[src/ipmdp_pkg.sv]
// shared types, constants and palette entry function for the mono dither packer
package ipmdp_pkg;

    localparam int TABLE_ENTRIES = 256;
    localparam int TBL_AW        = (TABLE_ENTRIES > 1) ? $clog2(TABLE_ENTRIES) : 1;

    // operation codes
    localparam logic OP_PALETTE = 1'b0;
    localparam logic OP_PIXEL   = 1'b1;

    // table entry layout: [1:0] top pattern, [3:2] bottom pattern, [4] ink
    localparam int          ENTRY_W     = 5;
    localparam int          INK_POS     = 4;
    localparam logic [4:0]  ENTRY_RESET = 5'h00;
    localparam logic [4:0]  ENTRY0_RESET = 5'h10;

    // luminance thresholds
    localparam logic [7:0] INK_LIMIT = 8'd112;
    localparam logic [7:0] LVL_STEP1 = 8'd26;
    localparam logic [7:0] LVL_STEP2 = 8'd77;
    localparam logic [7:0] LVL_STEP3 = 8'd128;
    localparam logic [7:0] LVL_STEP4 = 8'd179;

    // last phase of a byte in each mode
    localparam logic [2:0] DITHER_LAST = 3'd3;
    localparam logic [2:0] MONO_LAST   = 3'd7;

    typedef struct packed {
        logic       operation;
        logic [7:0] index;
        logic [7:0] red;
        logic [7:0] green;
        logic [7:0] blue;
    } item_word_t;

    typedef struct packed {
        logic [7:0] top_byte;
        logic [7:0] bottom_byte;
    } result_word_t;

    function automatic logic [1:0] lvl_top(input logic [2:0] lvl);
        logic [1:0] p;
        case (lvl)
            3'd0:    p = 2'h0;
            3'd1:    p = 2'h0;
            3'd2:    p = 2'h2;
            3'd3:    p = 2'h2;
            default: p = 2'h3;
        endcase
        return p;
    endfunction

    function automatic logic [1:0] lvl_bot(input logic [2:0] lvl);
        logic [1:0] p;
        case (lvl)
            3'd0:    p = 2'h0;
            3'd1:    p = 2'h2;
            3'd2:    p = 2'h2;
            3'd3:    p = 2'h3;
            default: p = 2'h3;
        endcase
        return p;
    endfunction

    // (lum + 25) / 51 clipped to 4 is the count of thresholds reached
    function automatic logic [4:0] make_entry(input logic [7:0] r, input logic [7:0] g,
                                              input logic [7:0] b);
        logic [10:0] sum;
        logic [7:0]  lum;
        logic [2:0]  lvl;
        logic        ink;
        sum = {2'b00, r, 1'b0} + {1'b0, g, 2'b00} + {3'b000, g} + {3'b000, b};
        lum = sum[10:3];
        lvl = 3'(lum >= LVL_STEP1) + 3'(lum >= LVL_STEP2)
            + 3'(lum >= LVL_STEP3) + 3'(lum >= LVL_STEP4);
        ink = (lum < INK_LIMIT);
        return {ink, lvl_bot(lvl), lvl_top(lvl)};
    endfunction

endpackage

[src/indexed_pixel_mono_dither_packer.sv]
// top level: palette table memory, pixel packing stage and output register
// a pixel that completes a byte reaches result through the table read register and then
//   the output register; it waits in the pack stage while the output register is full and not taken
// throughput: one word per cycle, palette writes and pixels alike; the single
//   table read port plus the output register set this, stalls only on result back-pressure
// reset: control, accumulators and mode clear at once; the table reads as zero but for
//   entry 0, which has ink set, through per-entry valid bits, so no clearing pass
module indexed_pixel_mono_dither_packer
    import ipmdp_pkg::*;
(
    input  logic         clk,
    input  logic         rst_n,
    input  logic         item_valid,
    output logic         item_ready,
    input  item_word_t   item,
    output logic         result_valid,
    input  logic         result_ready,
    output result_word_t result,
    input  logic         cfg_wr_en,
    input  logic         cfg_wr_data
);

    // palette memory, no reset; valid bits tell written entries apart
    logic [ENTRY_W-1:0]       mem [TABLE_ENTRIES];
    logic [TABLE_ENTRIES-1:0] wr_seen_reg;

    // pack stage registers
    logic               pix_valid_reg;
    logic [ENTRY_W-1:0] rdata_reg;
    logic               rd_seen_reg;
    logic               rd_zero_reg;
    logic               rd_in_range_reg;

    logic       mono_mode_reg;
    logic [7:0] top_acc_reg, top_acc_next;
    logic [7:0] bot_acc_reg, bot_acc_next;
    logic [2:0] phase_reg,   phase_next;

    logic         out_valid_reg;
    result_word_t out_data_reg;

    logic              accept;
    logic              in_range;
    logic [TBL_AW-1:0] addr;
    logic              wr_en;
    logic              rd_en;
    logic [ENTRY_W-1:0] entry;
    logic              at_last;
    logic              stall;
    logic              advance;
    logic              emit;
    result_word_t      emit_word;

    assign in_range = ({1'b0, item.index} < 9'(TABLE_ENTRIES));
    assign addr     = item.index[TBL_AW-1:0];
    assign accept   = item_valid && item_ready;
    assign wr_en    = accept && (item.operation == OP_PALETTE) && in_range;
    assign rd_en    = accept && (item.operation == OP_PIXEL);

    // a pixel that closes a byte waits while the output register is still full
    assign at_last    = mono_mode_reg ? (phase_reg >= MONO_LAST) : (phase_reg >= DITHER_LAST);
    assign stall      = pix_valid_reg && at_last && out_valid_reg && !result_ready;
    assign advance    = pix_valid_reg && !stall;
    assign emit       = advance && at_last;
    assign item_ready = !stall;

    always_ff @(posedge clk)
    begin
        if (wr_en)
        begin
            mem[addr] <= make_entry(item.red, item.green, item.blue);
        end
        if (rd_en)
        begin
            rdata_reg <= mem[addr];
        end
    end

    always_ff @(posedge clk or negedge rst_n)
    begin
        if (!rst_n)
        begin
            wr_seen_reg <= '0;
        end
        else if (wr_en)
        begin
            wr_seen_reg[addr] <= 1'b1;
        end
    end

    // side info captured with the read
    always_ff @(posedge clk)
    begin
        if (rd_en)
        begin
            rd_seen_reg     <= wr_seen_reg[addr];
            rd_zero_reg     <= (item.index == 8'd0);
            rd_in_range_reg <= in_range;
        end
    end

    // entry as the table holds it; out-of-range reads give an empty entry
    always_comb
    begin
        if (!rd_in_range_reg)
        begin
            entry = ENTRY_RESET;
        end
        else if (rd_seen_reg)
        begin
            entry = rdata_reg;
        end
        else if (rd_zero_reg)
        begin
            entry = ENTRY0_RESET;
        end
        else
        begin
            entry = ENTRY_RESET;
        end
    end

    // shift the pixel's bits into the accumulators
    always_comb
    begin
        if (mono_mode_reg)
        begin
            top_acc_next = {top_acc_reg[6:0], ~entry[INK_POS]};
            bot_acc_next = 8'd0;
        end
        else
        begin
            top_acc_next = {top_acc_reg[5:0], entry[1:0]};
            bot_acc_next = {bot_acc_reg[5:0], entry[3:2]};
        end
        phase_next            = phase_reg + 3'd1;
        emit_word.top_byte    = top_acc_next;
        emit_word.bottom_byte = bot_acc_next;
    end

    always_ff @(posedge clk or negedge rst_n)
    begin
        if (!rst_n)
        begin
            pix_valid_reg <= 1'b0;
            mono_mode_reg <= 1'b0;
            top_acc_reg   <= '0;
            bot_acc_reg   <= '0;
            phase_reg     <= '0;
        end
        else
        begin
            pix_valid_reg <= rd_en || stall;
            if (cfg_wr_en)
            begin
                // mode change drops any partial byte
                mono_mode_reg <= cfg_wr_data;
                top_acc_reg   <= '0;
                bot_acc_reg   <= '0;
                phase_reg     <= '0;
            end
            else if (emit)
            begin
                top_acc_reg <= '0;
                bot_acc_reg <= '0;
                phase_reg   <= '0;
            end
            else if (advance)
            begin
                top_acc_reg <= top_acc_next;
                bot_acc_reg <= bot_acc_next;
                phase_reg   <= phase_next;
            end
        end
    end

    // output register
    always_ff @(posedge clk or negedge rst_n)
    begin
        if (!rst_n)
        begin
            out_valid_reg <= 1'b0;
        end
        else if (emit)
        begin
            out_valid_reg <= 1'b1;
        end
        else if (result_ready)
        begin
            out_valid_reg <= 1'b0;
        end
    end

    always_ff @(posedge clk)
    begin
        if (emit)
        begin
            out_data_reg <= emit_word;
        end
    end

    assign result_valid = out_valid_reg;
    assign result       = out_data_reg;

endmodule

[config.mk]
export PLATFORM = sky130hd
export DESIGN_NAME = indexed_pixel_mono_dither_packer
export DESIGN_NICKNAME = d
export VERILOG_FILES = /design/src/ipmdp_pkg.sv /design/src/indexed_pixel_mono_dither_packer.sv
export SDC_FILE = /design/constraint.sdc
export NUM_CORES = 2
export LEC_CHECK = 0
export BUFFER_PORTS_ARGS = -buffer_cell sky130_fd_sc_hd__buf_2
export CAP_MARGIN = 20
export CORE_MARGIN = 3
export CORE_UTILIZATION = 35
export CTS_CLUSTER_SIZE = 16
export DETAILED_ROUTE_END_ITERATION = 8
export GPL_ROUTABILITY_DRIVEN = 0
export PLACE_DENSITY = 0.58
export SETUP_SLACK_MARGIN = 0.4
export SKIP_CTS_REPAIR_TIMING = 1
export SYNTH_ARGS = -nofsm -noshare
export SYNTH_HDL_FRONTEND = slang
export SYNTH_SLANG_ARGS = --single-unit
[constraint.sdc]
create_clock -name clk -period 6.3 [get_ports clk]
set_input_delay 0.945 -clock clk [delete_from_list [all_inputs] [get_ports clk]]
set_output_delay 0.945 -clock clk [all_outputs]
set_load 0.03 [all_outputs]
* Yosys cells after proc, flatten, opt, wreduce, memory -nomap -nowiden
Memory sizes are Yosys's and may differ from the RTL's. A register that Yosys moved wholly into a read port is not among the register bits. Index checks and enable logic that the tools add are counted. W data, S select, Z words.
Storage, ports and cells: flip-flop bits (word level) 293, memories 1, output and inout bits 18, memory bits (writable) 1280, logic and storage cells 79
Memory list:
- mem | words 256, width 5, read ports 1, clocked after memory_dff 1, wr ports 1, line indexed_pixel_mono_dither_packer.sv:24 | logic [ENTRY_W-1:0] mem [TABLE_ENTRIES];
Operators by class: $lt $le $gt $ge 9, reduce and logical (&&, ||, !) cells 19, bitwise logic cells 3, multiplexer cells 26, $add $sub $neg 7, eq/ne operators 3
Operators by type and width (number):
- $or A256 B256 Y256 | 1
- $add A11 B8 Y11 | 2
- $mux W7 | 3
- $mux W6 | 3
- $ge A8 B8 Y1 const B | 2
- $mux W8 | 2
- $add A9 B10 Y11 | 1
- $mux W5 | 2
- $logic_and A1 B1 Y1 | 9
- $lt A8 B9 Y1 const B | 1
- $mux W3 | 3
- $bmux W1 S8 | 1
- $demux W1 S8 | 1
- $ge A8 B1 Y1 const B | 1
- $ge A8 B5 Y1 const B | 1
- $ge A8 B7 Y1 const B | 1
- $logic_not A8 Y1 | 1
- $lt A8 B7 Y1 const B | 1
- $pmux W2 S2 | 2
- $mux W1 | 7
- $eq A3 B2 Y1 const B | 2
- $reduce_or A2 Y1 | 3
- $mux W2 | 2
- $add A2 B1 Y3 | 1
- other kinds (12) | 14

* Logic depth before layout (Yosys ltp)
word-level depth 11, gate-level depth with buffers 20, gate-level depth less buffers 20

* Least setup slack after synthesis
No wires, ideal clock.
kind input-to-reg, start point input port item[2] in the netlist's numbering, end point memory mem[0][4] (data pin), library setup time 1730 ps, buffers on the path 0, setup slack -6514 ps, cell stages on the path 12, arrival 11084 ps, cell sequence inv_1 -> fa_1 -> inv_1 -> fa_1 -> and4_1 -> fa_1 -> a21o_1 -> a21oi_1 -> o21bai_1 -> a211oi_1 -> a21oi_1 -> a31oi_1
On the way: word-level cells in the longest chain between the ends 2
Ends and longest elaborated chain:
- start: declaration | line indexed_pixel_mono_dither_packer.sv:15 | input item_word_t item,
- $add A11 B8 Y11 | line ipmdp_pkg.sv:72 | sum = {2'b00, r, 1'b0} + {1'b0, g, 2'b00} + {3'b000, g} + {3'b000, b};
- $lt A8 B7 Y1 | line ipmdp_pkg.sv:76 | ink = (lum < INK_LIMIT);
- end: declaration | line indexed_pixel_mono_dither_packer.sv:24
No other way between the ends.

* Worst setup path after layout
start point input port item[2] in the netlist's numbering, end point memory mem[20][1] (data pin)
On the way: word-level cells in the longest chain between the ends 9, elaborated cells between the ends (all ways) 16, those cells by class add/sub (4); order compare (4); eq/ne (3); mux (2); reduce/logical (3)
Ends and longest elaborated chain:
- $add A11 B8 Y11 * | line ipmdp_pkg.sv:72
- $ge A8 B5 Y1 / $ge A8 B7 Y1 (equally long branches) | line ipmdp_pkg.sv:74 | lvl = 3'(lum >= LVL_STEP1) + 3'(lum >= LVL_STEP2)
- $add A1 B1 Y2 | line ipmdp_pkg.sv:74
- $add A2 B1 Y3 | line ipmdp_pkg.sv:75 | + 3'(lum >= LVL_STEP3) + 3'(lum >= LVL_STEP4);
- $add A3 B1 Y3 * | line ipmdp_pkg.sv:75
- $eq A3 B2 Y1 (tied with other cells) | line ipmdp_pkg.sv:43 | case (lvl)
- $reduce_or A2 Y1 (no source line)
- $pmux W2 S2 * | line ipmdp_pkg.sv:43
- $mux W2 * | line indexed_pixel_mono_dither_packer.sv:69 | if (wr_en)
Every way passes the cells marked *; elsewhere a longest branch is shown, timed or not. The select of a mux whose other input is x is not followed.

==> results by stage <==
Run status:
- The run finished with clean final reports.

CTS:
- After clock tree synthesis, the clock-pin slew on the worst setup and hold paths is ~60 ps.
- The number of H-tree levels is 4.
- The clock net in this run drives a total of around 1.6k sinks.
- The tree is rooted in a sky130_fd_sc_hd__clkbuf_16.
- The CTS tree is done.
- The clock insertion delay at the later pin of the skew report is 800 ps.
- In this run, CTS created clock tree buffers numbering 161.
- The longest clock path from root to sink contains 3 buffers.

Power and ir drop:
- The net switching power is 0.008741 W.
- The share of total power dissipated in sequential elements is 0.510.
- Of the total power, the share spent switching nets is 0.2820.
- The combinational power share is 0.183.
- The leakage power figure is about 23 nW.
- The internal power of the cells totals roughly 0.022 W.
- Power spread over the standard cell area amounts to 434.9 nW/um^2.
- The clock network fraction of design power is 0.307.
- VDD sags by at most between 0.0015 and 0.002 V.

Place:
- After detailed placement, the total cell area comes to roughly 66000 sq um.
- The HPWL after detailed placement is a little over 90000 microns.
- The port buffer count is 56.
- OpenSTA, run right after detailed placement, puts the worst setup slack at approximately 42 ps.

Floorplanning:
- In this run the count of I/O pins placed on the die edge is 57.
- After floorplanning, the core was sized to cover around 180000 sq um.
- The die is about 430 microns tall.
- The area of the die is 183400 sq um.
- The die is between 400 and 500 microns wide.
- For this configuration, the core starts out at a cell density of 0.3532.
- The floorplan has ~150 rows.

Setup path:
- The worst reg2reg path depth is 10.
- On the critical path, the stage with the largest delay is an instance of sky130_fd_sc_hd__fa_1.
- The category of cells accounting for the largest share of critical-path delay is adder cells.
- The worst setup path is launched from an input pin.
- For the worst setup path, the data required time is ~6700 ps.
- In this run the critical register-to-register path is captured at mem[2][4].
- For flop-to-flop paths, the worst setup slack is between 2000 and 2500 ps.
- The critical path contains buffers and inverters numbering 5 combined.
- The most repeated library cell on the critical path is sky130_fd_sc_hd__fa_1.
- In this run the critical register-to-register path is launched from phase_reg[0].
- The worst-path maximum fanout is between 100 and 150.
- STA puts the critical path data arrival time at approximately 6000 ps.
- The critical path is of the input pin to flop type.
- The signal on the critical path passes through buf_2 > inv_8 > fa_1 > inv_1 > fa_1 > and4_1 > fa_2 > a21o_1 > a21oi_2 > o21ai_2 > a21o_1 > a21oi_2 > xnor2_2 > o21ai_0 > fa_1 > inv_1 > ha_1 > ha_1 > nor2b_4 > a21o_4 > or2_4 > buf_12.
- The endpoint type of the worst setup path is a flop.
- The largest incremental delay on the critical path is 530 ps.

Logic synthesis:
- The synthesized cell area is ~62000 sq um.
- The number of nets handed over by synthesis was between 3k and 4k.
- Yosys mapped a number of flops with a built-in enable equal to 1303.
- The cell taking the most area after synthesis is sky130_fd_sc_hd__edfxtp_1.
- The number of standard cells after synthesis is roughly 3.3k.
- For this run, the leading register cell type out of synthesis is sky130_fd_sc_hd__edfxtp_1.
- The mean instance size in the synthesized netlist is 19.09 sq um.
- The sequential share of the synthesized area is 0.7372.
- The synthesis warning total is 0.
- Synthesis inferred roughly 1.6k register bits.
- The number of distinct library cells after synthesis is between 40 and 50.
- The fraction of synthesis flops using an asynchronous set or reset pin is 0.1743.
- Of the post-synthesis cell area, the dominant cell type holds 0.6269.
- Yosys attributes the largest share of cell area to sky130_fd_sc_hd__edfxtp_1, sky130_fd_sc_hd__mux4_2, sky130_fd_sc_hd__dfrtp_1.

STA:
- The least setup slack across all paths after layout is 741.4 ps.
- The setup TNS is 0 ps.
- Timing would allow up to between 150 and 200 MHz.
- The hold violation count in the final report is 0.
- The relative max-transition margin is 0.2488.
- Setup repair after global routing left no endpoint under its margin.
- The final period demand of the worst path is roughly 5600 ps.
- The number of slew-limit violations in the final report was 0.
- Clock skew on the completed layout was measured at 54.30 ps.
- The final-report setup violation count is 0.
- The worst-margin pin slew is 1127 ps.
- In the finished design, the share of the clock period the worst path needs comes to 0.8823.

Drt:
- Detailed routing inserted a total of approximately 32k vias.
- The first-iteration detailed-routing DRC count is approximately 2.6k.
- For this run, the detailed router's first-pass iteration total came to 5.
- The wire length per cell after detailed routing is ~26 microns.
- The met1 wire length is approximately 66000 microns.
- The count of nets left with antenna violations after detail routing is 0.
- Using the TritonRoute via totals, the vias-per-cell ratio works out to ~5.4.
- The total met2 wirelength after detailed routing is ~75000 microns.
- The met3 wirelength from detailed routing is just over 7000 microns.
- Wires add up to 151500 microns.
- The top routing layer in use is met4.
- For this run, design rule violations remaining after detail routing come to 0.

Final layout:
- The layout overhead on the synthesized area is 14.17%.
- The final net count is 3437.
- In the final layout, the share of cells above drive strength 1 is 0.2400.
- Leaving out fill and tap cells, the most frequent cell in the layout is sky130_fd_sc_hd__edfxtp_1.
- The register with the most flip-flops in the layout has around 1.3k of them.
- The antenna cell count is 0.
- Once layout is complete, the utilization of the core stands at 0.4033.
- In the layout the commonest cells are sky130_fd_sc_hd__edfxtp_1, sky130_fd_sc_hd__mux4_2, sky130_fd_sc_hd__dfrtp_1.
- The final cell area excluding filler cells is between 70000 and 80000 sq um.

Global routing:
- Entering global routing, the biggest net connects around 190 pins.
- The wire length of the first global-routing pass is about 230000 microns.
- Global routing finished with a remaining overflow of 0.
- In the global route stage, overall resource usage came out at 0.1656.
- The initial antenna violation count came to 5.
- The number of global-route vias before repair came to 33.40k.

Worst hold path:
- The worst hold path belongs to the class input pin to async pin.

Run:
- Across the run, the number of max-cap violations was 0.
==> metal layers <==
| layer | vias to the layer above | global-route usage |
|---|---|---|
| met5 | - | 0 |
| met4 | 0 | 0.05460 |
| met3 | 244 | 0.02354 |
| met2 | 849 | 0.2703 |
| met1 | 17040 | 0.2295 |
| li1 | 13400 | - |
==> kinds of logic after synthesis <==
| kind of cell | synth area share |
|---|---|
| XOR/XNOR | 0.0008420 |
| flip-flops | 0.7372 |
| AO/OA/AOI/OAI | 0.06788 |
| buffers and inverters | 0.02023 |
| multiplexers | 0.1398 |
| adder cells (fa/ha/maj) | 0.008019 |
| AND/OR/NAND/NOR | 0.02602 |
==> synthesized netlist by cell type, drive strengths merged, types with 2 or more instances <==
library cell and instances:
a21o 4, a21oi 104, a22o 15, a22oi 192, a31oi 2, and2 3
and3 2, buf 81, clkbuf 161, dfrtp 275, edfxtp 1303, fa 15
ha 16, inv 40, mux2 6, mux4 384, nand2 39, nand2b 4
nand3 10, nand3b 2, nor2 266, nor2b 15, nor3 4, nor4 24
o21ai 9, o21bai 257, o22ai 12, or2 8, or3 2, xnor2 4
xor2 2
==> per-stage QoR <==
step,std cells,hold WS (ps),power [W]
2_1_floorplan,3269,437.7,0.01845
3_3_place_gp,5544,452.4,0.02155
3_5_place_dp,5544,456.5,0.02184
4_1_cts,5840,146.8,0.03131
5_1_grt,5840,200.0,0.03222
6_report,5840,169.6,0.03099
==> power groups by stage <==
stage	clock (W)	combinational [W]	sequential, W
after floorplan	0	0.00261	0.0158
after global placement	0	0.00558	0.0160
after detailed placement	0	0.00586	0.0160
after CTS	0.00971	0.00584	0.0158
after global routing	0.0101	0.00628	0.0158
final	0.00952	0.00568	0.0158
==> layout make-up <==
type / count / area [sq um]
repair buffers: 177 / 1544
well taps: 2340 / 2928
clock inverters: 90 / 923.4
fillers: 15550 / 105400
inverters: 40 / 157.7
multi-input cells: 1409 / 15330
flip-flops and latches: 1578 / 46010
clock buffers: 206 / 4360
==> how the worst max path moves through the flow <==
stage / cells after the start / slack, ps / startpoint / to
global placement: 22 / 120 / item[2] / mem[10][1]
detailed placement: 22 / 40 / item[2] / mem[20][1]
CTS: 22 / 840 / item[2] / mem[20][1]
global route: 22 / 620 / item[2] / mem[20][1]
finish: 22 / 740 / item[2] / mem[20][1]
floorplan: 20 / -940 / item[2] / mem[0][1]
==> worst reg2reg max path: cells and delay by family (launching register included) <==
kind / cells / cell delay (ps)
buf+inv: 1 / 190
flops: 1 / 430
simple gates: 5 / 2320
compound gates: 2 / 480
fa+ha+maj: 2 / 430
Note: power is estimated with default switching activity, not from simulation.
